## config.mk

```make
export PLATFORM = sky130hd
export DESIGN_NAME = gbm_row_eval
export DESIGN_NICKNAME = d
export VERILOG_FILES = /design/src/rtl/gbm_pkg.sv /design/src/rtl/gbm_row_eval.sv
export SDC_FILE = /design/constraint.sdc
export NUM_CORES = 1
export LEC_CHECK = 0
export BUFFER_PORTS_ARGS = -buffer_cell sky130_fd_sc_hd__buf_2
export CAP_MARGIN = 30
export CORE_MARGIN = 1
export CORE_UTILIZATION = 50
export DETAILED_ROUTE_END_ITERATION = 10
export GPL_TIMING_DRIVEN = 0
export PLACE_DENSITY = 0.8
export SLEW_MARGIN = 5
export SYNTH_ARGS = -nofsm -noshare
export SYNTH_HDL_FRONTEND = slang
export SYNTH_SLANG_ARGS = --single-unit
```

## constraint.sdc

```tcl
create_clock -name vclk -period 4.9
set_input_delay 0.98 -clock vclk [all_inputs]
set_output_delay 0.98 -clock vclk [all_outputs]
set_load 0.01 [all_outputs]
```

## src/rtl/gbm_pkg.sv

```systemverilog
// Shared types, command codes and helpers for the growable bit matrix engine.
package gbm_pkg;

    localparam int CNT_W = 7;
    localparam int IDX_W = 6;

    localparam logic [2:0] CMD_GET       = 3'd0;
    localparam logic [2:0] CMD_SET       = 3'd1;
    localparam logic [2:0] CMD_CLEAR     = 3'd2;
    localparam logic [2:0] CMD_SET_ALL   = 3'd3;
    localparam logic [2:0] CMD_CLEAR_ALL = 3'd4;
    localparam logic [2:0] CMD_FIND_ROW  = 3'd5;
    localparam logic [2:0] CMD_FIND_COL  = 3'd6;
    localparam logic [2:0] CMD_REINIT    = 3'd7;

    localparam logic REG_INITIAL_ROWS = 1'b0;
    localparam logic REG_INITIAL_COLS = 1'b1;

    typedef struct packed {
        logic             bit_val;
        logic             hit;
        logic [IDX_W-1:0] idx;
    } eval_t;

    function automatic logic [CNT_W-1:0] clamp_size(input logic [CNT_W-1:0] v,
                                                    input logic [CNT_W-1:0] limit);
        logic [CNT_W-1:0] r;
        if (v == '0)
            r = CNT_W'(1);
        else if (v > limit)
            r = limit;
        else
            r = v;
        return r;
    endfunction

endpackage

```

## src/rtl/gbm_row_eval.sv

```systemverilog
// Row word evaluation: bit pick, highest-match search and single-bit update.
module gbm_row_eval
    import gbm_pkg::*;
#(
    parameter int MAX_COLS = 64
)
(
    input  logic [MAX_COLS-1:0] word,
    input  logic [IDX_W-1:0]    col,
    input  logic                want,
    input  logic                set_op,
    output eval_t               ev,
    output logic [MAX_COLS-1:0] new_word
);

    localparam int COL_BW = $clog2(MAX_COLS);

    logic [MAX_COLS-1:0] onehot;
    logic [MAX_COLS-1:0] lim_mask;
    logic [MAX_COLS-1:0] cand;
    logic [CNT_W-1:0]    col_p1;

    assign onehot   = MAX_COLS'(1) << col;
    assign new_word = set_op ? (word | onehot) : (word & ~onehot);
    assign col_p1   = {1'b0, col} + CNT_W'(1);
    assign lim_mask = ~({MAX_COLS{1'b1}} << col_p1);
    assign cand     = (want ? word : ~word) & lim_mask;

    always_comb
    begin
        ev.bit_val = word[col[COL_BW-1:0]];
        ev.hit     = 1'b0;
        ev.idx     = '0;
        for (int i = 0; i < MAX_COLS; i++)
        begin
            if (cand[i])
            begin
                ev.hit = 1'b1;
                ev.idx = IDX_W'(i);
            end
        end
    end

endmodule

```

# After elaboration in Yosys (flattened, before gate mapping)
# Cells that the tools add are included.
[word_totals]
reg_bits = 0
out_inout_bits = 72
inputBits = 72
wordCells = 78
[classes]
order_cmp = 1
n_shift = 2
n_addsub = 1
bitwise_logic = 6
muxes = 68
[ops]
columns = ["op", "n"]
rows = [
  ["two-way mux 7 bit", 64],
  ["inverter 64 bit", 3],
  ["bitwise AND 64 bit", 2],
  ["two-way mux 64 bit", 2],
  ["bitwise OR 64 bit", 1],
  ["<< shifter 1 x 6 -> 64 bit, first input constant", 1],
  ["<< shifter 64 x 7 -> 64 bit, first input constant", 1],
  ["adder 6 x 1 -> 7 bit, second input constant", 1],
  ["less-than comparator 6 x 7 -> 1 bit, second input constant", 1],
  ["binary-select mux 1 bit (select 6 bit)", 1],
  ["two-way mux 1 bit", 1],
]

# Logic depth before layout (Yosys ltp)
# Gate-level depths: netlist of run 1.
[logic_depth]
depth_word = 68
ltp_mapped = 15
mapped_depth_nobuf = 11

# Worst setup path before layout of run 1
# Ideal clock, no wire load.
[synth_path]
path_type = "input-to-output"
from = "input col[0]"
to = "output ev[6] (netlist name)"
cell_stages = 12
arrival_ps = 4051
n_path_buf = 3
path_slack_ps = -131
required_ps = 3920
path_cell_list = "buf_2 -> buf_1 -> inv_1 -> ha_1 -> nor2b_1 -> clkbuf_1 -> nor3_1 -> o31a_1 -> o41ai_2 -> nand3_1 -> or3_1 -> nand4bb_1"
[synth_rtl]
columns = ["item", "line_no", "rtl"]
rows = [
  ["from (decl)", "gbm_row_eval.sv:9", "input logic [IDX_W-1:0] col,"],
  ["to (decl)", "gbm_row_eval.sv:12", "output eval_t ev,"],
]

==> impl_summary.md, run 1 <==
Final layout
Of the cells placed in the final design, the portion with a size suffix greater than 1 is 0.4275. The layout clock buffer count is 0. The final-layout fill cell count is 832.

The number of antenna diodes is 0. The fraction of the core area covered by cells at the end of the flow is 0.6956. The sequential cell area is 0 µm².

In the layout the commonest cells are sky130_fd_sc_hd__buf_2, sky130_fd_sc_hd__nor2_1, sky130_fd_sc_hd__mux2_2. After the last flow step, the layout net total stands at 985. The most common cell after layout, fill and taps aside is sky130_fd_sc_hd__buf_2. The multi-input logic area is 5175 µm².

The number of flip-flops and latches is 0. The area added between synthesis and finish is 33.17%.

Status
The flow ran to the end, and the final reports show no timing, DRC or antenna violations.

Placed design
The sum of net half-perimeters after detailed placement is 18.14 mm. The number of port buffers is 141. Prior to clock tree synthesis, the placed netlist has a worst setup slack of -1.248 ns. The global placement routability congestion is 1.021.

Power and ir drop
In this run the power density over the cells is 123.6 nW/µm². VDD sags by at most 0.00007445 V. The completed layout was analyzed and its total power is 0.0008484 W. The analysis attributes to cell leakage a power of 2.682 nW.

Critical path
The startpoint type of the worst setup path is an input pin. The worst setup path is captured at a primary output. The family with the most delay on the worst path is compound AO/OA/AOI/OAI gates. Of all nets on the critical path, the largest fanout is 8.

The longest individual stage delay on the worst path is 0.42 ns. The signal arrival time at the worst endpoint is 3.86 ns. By startpoint and endpoint, the worst setup path is classified as in2out.

The critical path goes through clkbuf_4, ha_4, and3_1, buf_6, and3_4, buf_6, nor3_4, buf_6, buf_4, a21oi_1, nor3_1, o211ai_1, a2111oi_4, o21ai_2, a21o_1, buf_2. The most prevalent standard cell on the critical path is sky130_fd_sc_hd__buf_6. For this design, the slowest cell found on the critical path is sky130_fd_sc_hd__a2111oi_4. The number of buffers and inverters on the critical path is 6. The worst endpoint required time is 3.92 ns.

STA
The max-slew violation count is 0. The period utilization is 0.9882. The top achievable clock speed is 206.5 MHz. The setup slack after layout is 0.05798 ns. At the pin with the least slew margin, the transition time is 0.9775 ns. The count of endpoints failing setup in the final report is 0. The count of final hold-check violations is 0. The worst path needs 4.842 ns of the cycle, external delays included. The worst slew slack as a fraction of its limit is 0.3433.

Min path
In this run the worst hold path is classified as in2out.

Drt
The total iterations of the first detailed-routing run is 6. The total via count in the routed design is 7215. The routed wirelength normalized by instance count is 23.13 µm. The count of nets left with antenna violations once routing finished came out at 0. The number of DRC markers in iteration 0 is 1060. In the routed layout, each cell is associated on average with a via count of 6.964. For this block, the routed nets add up to 23.96 mm of wire. In the routed design, unresolved DRC markers number 0.

Synth
The mean post-synth cell area is 7.097 µm². The cell count after synthesis came out at 726. Of the synthesized area, sequential elements account for 0. Synthesis produced a netlist with a net count of 806. The number of warning messages in the yosys log is 0. Summing every instance area after synthesis gives 5152 µm².

The number of library cell types mapped by synthesis is 101.

Die
The chip height is 103.5 µm. The die is 103.5 µm wide. The die outline area is 10710 µm². The core region is 9864 µm². 144 I/O pins were placed. The starting utilization of the core area is 0.5223. The number of standard-cell rows in the floorplan is 36.

Global routing
The maximum number of pins on one net before global-route repair is 11. The number of antenna violations at the first check in global routing is 0. The first-pass GRT wire length is 34.50 mm. The overall fraction of global-route tracks in use is 0.4030. The via count of the first global-routing pass is 6163.

The remaining global-route overflow is 0.

Run
The tool flagged a number of max-cap violations equal to 0.

Clocking
Buffers inserted to repair hold after CTS numbered 0.
==> cell usage after synthesis (8+ instances only) <==
master,count,share of area
sky130_fd_sc_hd__nor2_1,70,0.051
sky130_fd_sc_hd__inv_1,15,0.011
sky130_fd_sc_hd__buf_2,16,0.016
sky130_fd_sc_hd__mux4_2,8,0.035
sky130_fd_sc_hd__a31oi_1,13,0.016
sky130_fd_sc_hd__nor3_1,25,0.024
sky130_fd_sc_hd__nor2b_1,13,0.016
sky130_fd_sc_hd__o21ai_0,47,0.046
sky130_fd_sc_hd__mux2i_1,19,0.037
sky130_fd_sc_hd__nand2_1,65,0.047
sky130_fd_sc_hd__nand3_1,30,0.029
sky130_fd_sc_hd__mux2_2,66,0.14
sky130_fd_sc_hd__buf_4,10,0.015
sky130_fd_sc_hd__clkbuf_1,17,0.012
sky130_fd_sc_hd__o221ai_1,10,0.017
sky130_fd_sc_hd__ha_1,8,0.019
sky130_fd_sc_hd__nand2b_1,12,0.015
sky130_fd_sc_hd__xnor2_1,26,0.044
sky130_fd_sc_hd__a21oi_1,33,0.032
sky130_fd_sc_hd__o22ai_1,11,0.013
sky130_fd_sc_hd__a211oi_1,8,0.012
sky130_fd_sc_hd__o211ai_1,12,0.017
sky130_fd_sc_hd__a21o_1,9,0.013
sky130_fd_sc_hd__xor2_1,23,0.039
==> layout make-up <==
type	count	share of cell area
plain buffers	56	0.06400
inverters	16	0.01167
multi-input cells	652	0.7542
well taps	133	0.02425
repair buffers	179	0.1459
==> logic make-up (layout without fill, tap and decap cells) <==
kind of cell,after synthesis,count (layout),share of synthesized area
compound gates,237,237,0.3380
xor+xnor,51,51,0.09179
fa+ha+maj,8,8,0.01943
buf+inv,74,251,0.07576
mux,93,93,0.2161
simple gates,263,263,0.2589
==> metrics by stage <==
step | TNS, ns | std cells | area, µm² | hold slack (ns)
CTS | -0.007341 | 1010 | 6395 | 2.325
global placement | -6.152 | 1000 | 6026 | 2.326
detailed placement | -6.135 | 1000 | 6026 | 2.320
global route | -0.1016 | 1036 | 6862 | 2.343
floorplan | 0 | 726 | 5154 | 2.111
finish | 0 | 1036 | 6862 | 2.329
==> where the power goes <==
| group | leakage, nW | total (W) | internal, W | switching (W) |
|---|---|---|---|---|
| logic | 2.68 | 0.000848 | 0.000349 | 0.000500 |
| registers | 0 | 0 | 0 | 0 |
| clock network | 0 | 0 | 0 | 0 |
==> metal layers <==
metal / part of all wire / track usage / wire length (µm) / vias up
met5: 0 / 0 / 0 / -
met4: 0.064 / 0.1925 / 1539 / 0
met3: 0.14 / 0.05664 / 3363 / 152
met2: 0.43 / 0.6280 / 10310 / 690
met1: 0.37 / 0.5442 / 8750 / 3242
li1: - / - / - / 3131
==> path summary, 6_finish.rpt <==
| check | startpoint | endpoint | slack (ns) | cells after the start |
|---|---|---|---|---|
| setup / recovery | col[1] | ev[1] | 0.06 | 16 |
| hold / removal | word[51] | new_word[51] | 2.33 | 3 |
==> timing repair <==
action                     in CTS  in global routing
resized for setup              69                 70
setup endpoints to repair       7                  6
setup buffers                  11                 25
pin swaps                      12                 29
gates cloned                    0                  2
Power figures use the tool's default switching activity.
==> inputs of run 2 (changes only) <==
Settings changed: SETUP_SLACK_MARGIN from default to 0.5.
==> impl_summary.md, run 2 (synthesis gave the netlist of run 1 again) <==
Status
Status: finished clean (unchanged).

Drt
The routed wire length came to 25.66 mm (was 23.96 mm). The number of DRC markers in iteration 0 is 900 (was 1060). The number of remaining DRC errors was 0 (unchanged). The remaining antenna violation count came to 0 (unchanged). The ratio of routed vias to standard cells is 6.965 (was 6.964). The routed wirelength normalized by instance count is 23.94 µm (was 23.13 µm). The total via count in the routed design was 7467 (was 7215). The total iterations of the first detailed-routing run is 5 (was 6).

STA
The minimum period implied by the final worst setup slack is 4.805 ns (was 4.842 ns). Setup repair after global routing could not meet its margin everywhere. The count of endpoints failing setup in the final report is 0 (unchanged).

The max-slew violation count is 0 (unchanged). The count of final hold-check violations is 0 (unchanged). The worst slew slack as a fraction of its limit is 0.3947 (was 0.3433). The top achievable clock speed is 208.1 MHz (was 206.5 MHz). The transition time of the tightest slew-check pin is 0.9011 ns (was 0.9775 ns). The sum of negative setup slack came to 0 ns (unchanged). The period utilization is 0.9806 (was 0.9882).

Final layout
The most common cell after layout, fill and taps aside is sky130_fd_sc_hd__buf_2 (unchanged). The number of antenna diodes was 0 (unchanged). The fraction of the core area covered by cells at the end of the flow is 0.7563 (was 0.6956). The number of flip-flops and latches is 0 (unchanged).

The sequential cell area is 0 µm² (unchanged). The fraction of layout cells with a size suffix above 1 is 0.4835 (was 0.4275). Most frequent cells in the layout: sky130_fd_sc_hd__buf_2, sky130_fd_sc_hd__buf_4, sky130_fd_sc_hd__mux2_2 (was sky130_fd_sc_hd__buf_2, sky130_fd_sc_hd__nor2_1, sky130_fd_sc_hd__mux2_2). The count of non-filler cells in the finished layout came to 1072 (was 1036). The final-layout fill cell count came to 767 (was 832). The post-route cell area is 7461 µm² (was 6862 µm²).

The multi-input logic area is 5394 µm² (was 5175 µm²). The area added between synthesis and finish is 44.80% (was 33.17%). The count of nets after finishing is 1021 (was 985).

The layout clock buffer count is 0 (unchanged).

Power and ir drop
The fraction of power consumed by sequential logic is 0 (about the same). The switching component of the power came to 0.0005353 W (was 0.0004997 W). The total power density per cell area was 124.6 nW/µm² (was 123.6 nW/µm²). The power share of the combinational group is 1.000 (about the same).

The clock network power share was 0 (about the same). The largest vdd supply drop is 0.00006546 V (was 0.00007445 V). The switching share of power is 0.5760 (was 0.5891). The reported leakage power is 2.967 nW (was 2.682 nW). The internal power of the cells was 0.0003941 W (was 0.0003486 W).

Min path
The startpoint of the most critical hold path is word[60] (was word[51]). The path type of the worst min-delay path is in2out (unchanged). The count of cells along the worst hold path is 3 (unchanged).

Die
The chip height came to 103.5 µm (unchanged). The die outline area was 10710 µm² (unchanged). The placeable core region is 9864 µm² (unchanged). The overall die width is 103.5 µm (unchanged).

The starting utilization of the core area was 0.5223 (unchanged). The number of standard-cell rows in the floorplan is 36 (unchanged). The number of placed I/O pins came to 144 (unchanged).

Clocking
The count of hold-fix buffers inserted at cts came to 0 (unchanged).

Critical path
The signal arrival time at the worst endpoint came to 3.83 ns (was 3.86 ns). The cell type of the slowest stage on the worst timing path is sky130_fd_sc_hd__a2111oi_4 (unchanged). The worst endpoint required time was 3.92 ns (about the same). The family with the most delay on the worst path was compound AO/OA/AOI/OAI gates (unchanged). The highest net fanout along the worst path is 5 (was 8). The number of buffers and inverters on the critical path is 8 (was 6). The number of stages on the worst setup path is 18 (was 16). The longest individual stage delay on the worst path is 0.35 ns (was 0.42 ns). The nature of the critical path endpoint is a primary output (unchanged). The startpoint type of the worst setup path was an input pin (unchanged). The most prevalent standard cell on the critical path is sky130_fd_sc_hd__buf_6 (unchanged). CP cell instances: buf_6, buf_6, clkbuf_16, inv_12, ha_4, buf_6, nor2b_4, buf_8, nor3_2, o31a_1, o221ai_4, a31oi_4, a2111oi_4, buf_4, a2111oi_4, o21ai_2, a21o_1, buf_2 (was clkbuf_4, ha_4, and3_1, buf_6, and3_4, buf_6, nor3_4, buf_6, buf_4, a21oi_1, nor3_1, o211ai_1, a2111oi_4, o21ai_2, a21o_1, buf_2). The kind of critical path was in2out (unchanged).

The launch point of the worst path is col[2] (was col[1]).

Global routing
The via count of the first global-routing pass is 6769 (was 6163). The overall fraction of global-route tracks in use is 0.4447 (was 0.4030). The remaining global-route overflow is 0 (unchanged).

The first-pass GRT wire length is 37.80 mm (was 34.50 mm). The maximum number of pins on one net before global-route repair is 11 (unchanged). The number of antenna violations at the first check in global routing is 0 (unchanged).

Placed design
The number of port buffers came to 141 (unchanged). The global placement routability congestion is 1.043 (was 1.021). The sum of net half-perimeters after detailed placement is 18.88 mm (was 18.14 mm). The number of instances in the placed design came to 1000 (unchanged). The post-placement cell area is 6110 µm² (was 6026 µm²).

Run
The number of maximum-capacitance constraint violations is 0 (unchanged).
-- run 2: cell count changes in the layout (fill, tap and decap cells not counted), moves of 3 or more --
cell                      previous run  this run
sky130_fd_sc_hd__o21ai_2             5         9
sky130_fd_sc_hd__buf_2             150       147
sky130_fd_sc_hd__buf_4              45        74
sky130_fd_sc_hd__buf_8               1         5
sky130_fd_sc_hd__nor2_1             68        64
sky130_fd_sc_hd__buf_12              3         8
sky130_fd_sc_hd__a21oi_1            29        23
sky130_fd_sc_hd__a31oi_1            11         8
sky130_fd_sc_hd__a21oi_2             2         7
sky130_fd_sc_hd__o21ai_0            37        30
sky130_fd_sc_hd__nor2_2              2         6
-- run 2: power by group through the flow --
stage	Combinational (W)	Sequential (W)	Clock [W]
after floorplan	0.000466	0	0
after global placement	0.000695	0	0
after detailed placement	0.000697	0	0
after CTS	0.000846	0	0
after global routing	0.000963	0	0
final	0.000929	0	0
-- run 2: area by class of cell --
cell class,instances,share of cell area
multi-input cells,652,0.7230
repair buffers,213,0.1798
plain buffers,58,0.06389
well taps,133,0.02230
inverters,16,0.01107
-- run 2: what timing repair did --
action | CTS | global route
setup buffers | 54 | 16
endpoints found under the setup margin | 7 | 8
pin swaps | 50 | 29
gates cloned | 2 | 0
resized for setup | 139 | 38
-- run 2: worst paths after layout --
check                           to  slack, ns
worst max-delay path         ev[1]       0.09
worst min-delay path  new_word[60]       2.34
-- run 2: metal layers --
| metal | global-route usage | up-vias | part of all wire |
|---|---|---|---|
| met3 | 0.06545 | 157 | 0.13 |
| met1 | 0.5789 | 3424 | 0.38 |
| met5 | 0 | - | 0 |
| met2 | 0.6994 | 685 | 0.43 |
| li1 | - | 3201 | - |
| met4 | 0.2526 | 0 | 0.065 |
-- run 2: per-stage QoR --
step | hold slack (ns) | power, W | worst slack (ns)
after floorplan | 2.111 | 0.0004661 | 0.4685
after global placement | 2.333 | 0.0006951 | -0.6103
after detailed placement | 2.338 | 0.0006972 | -0.6578
after CTS | 2.340 | 0.0008461 | 0.1859
after global routing | 2.351 | 0.0009625 | 0.06439
final | 2.341 | 0.0009294 | 0.09499
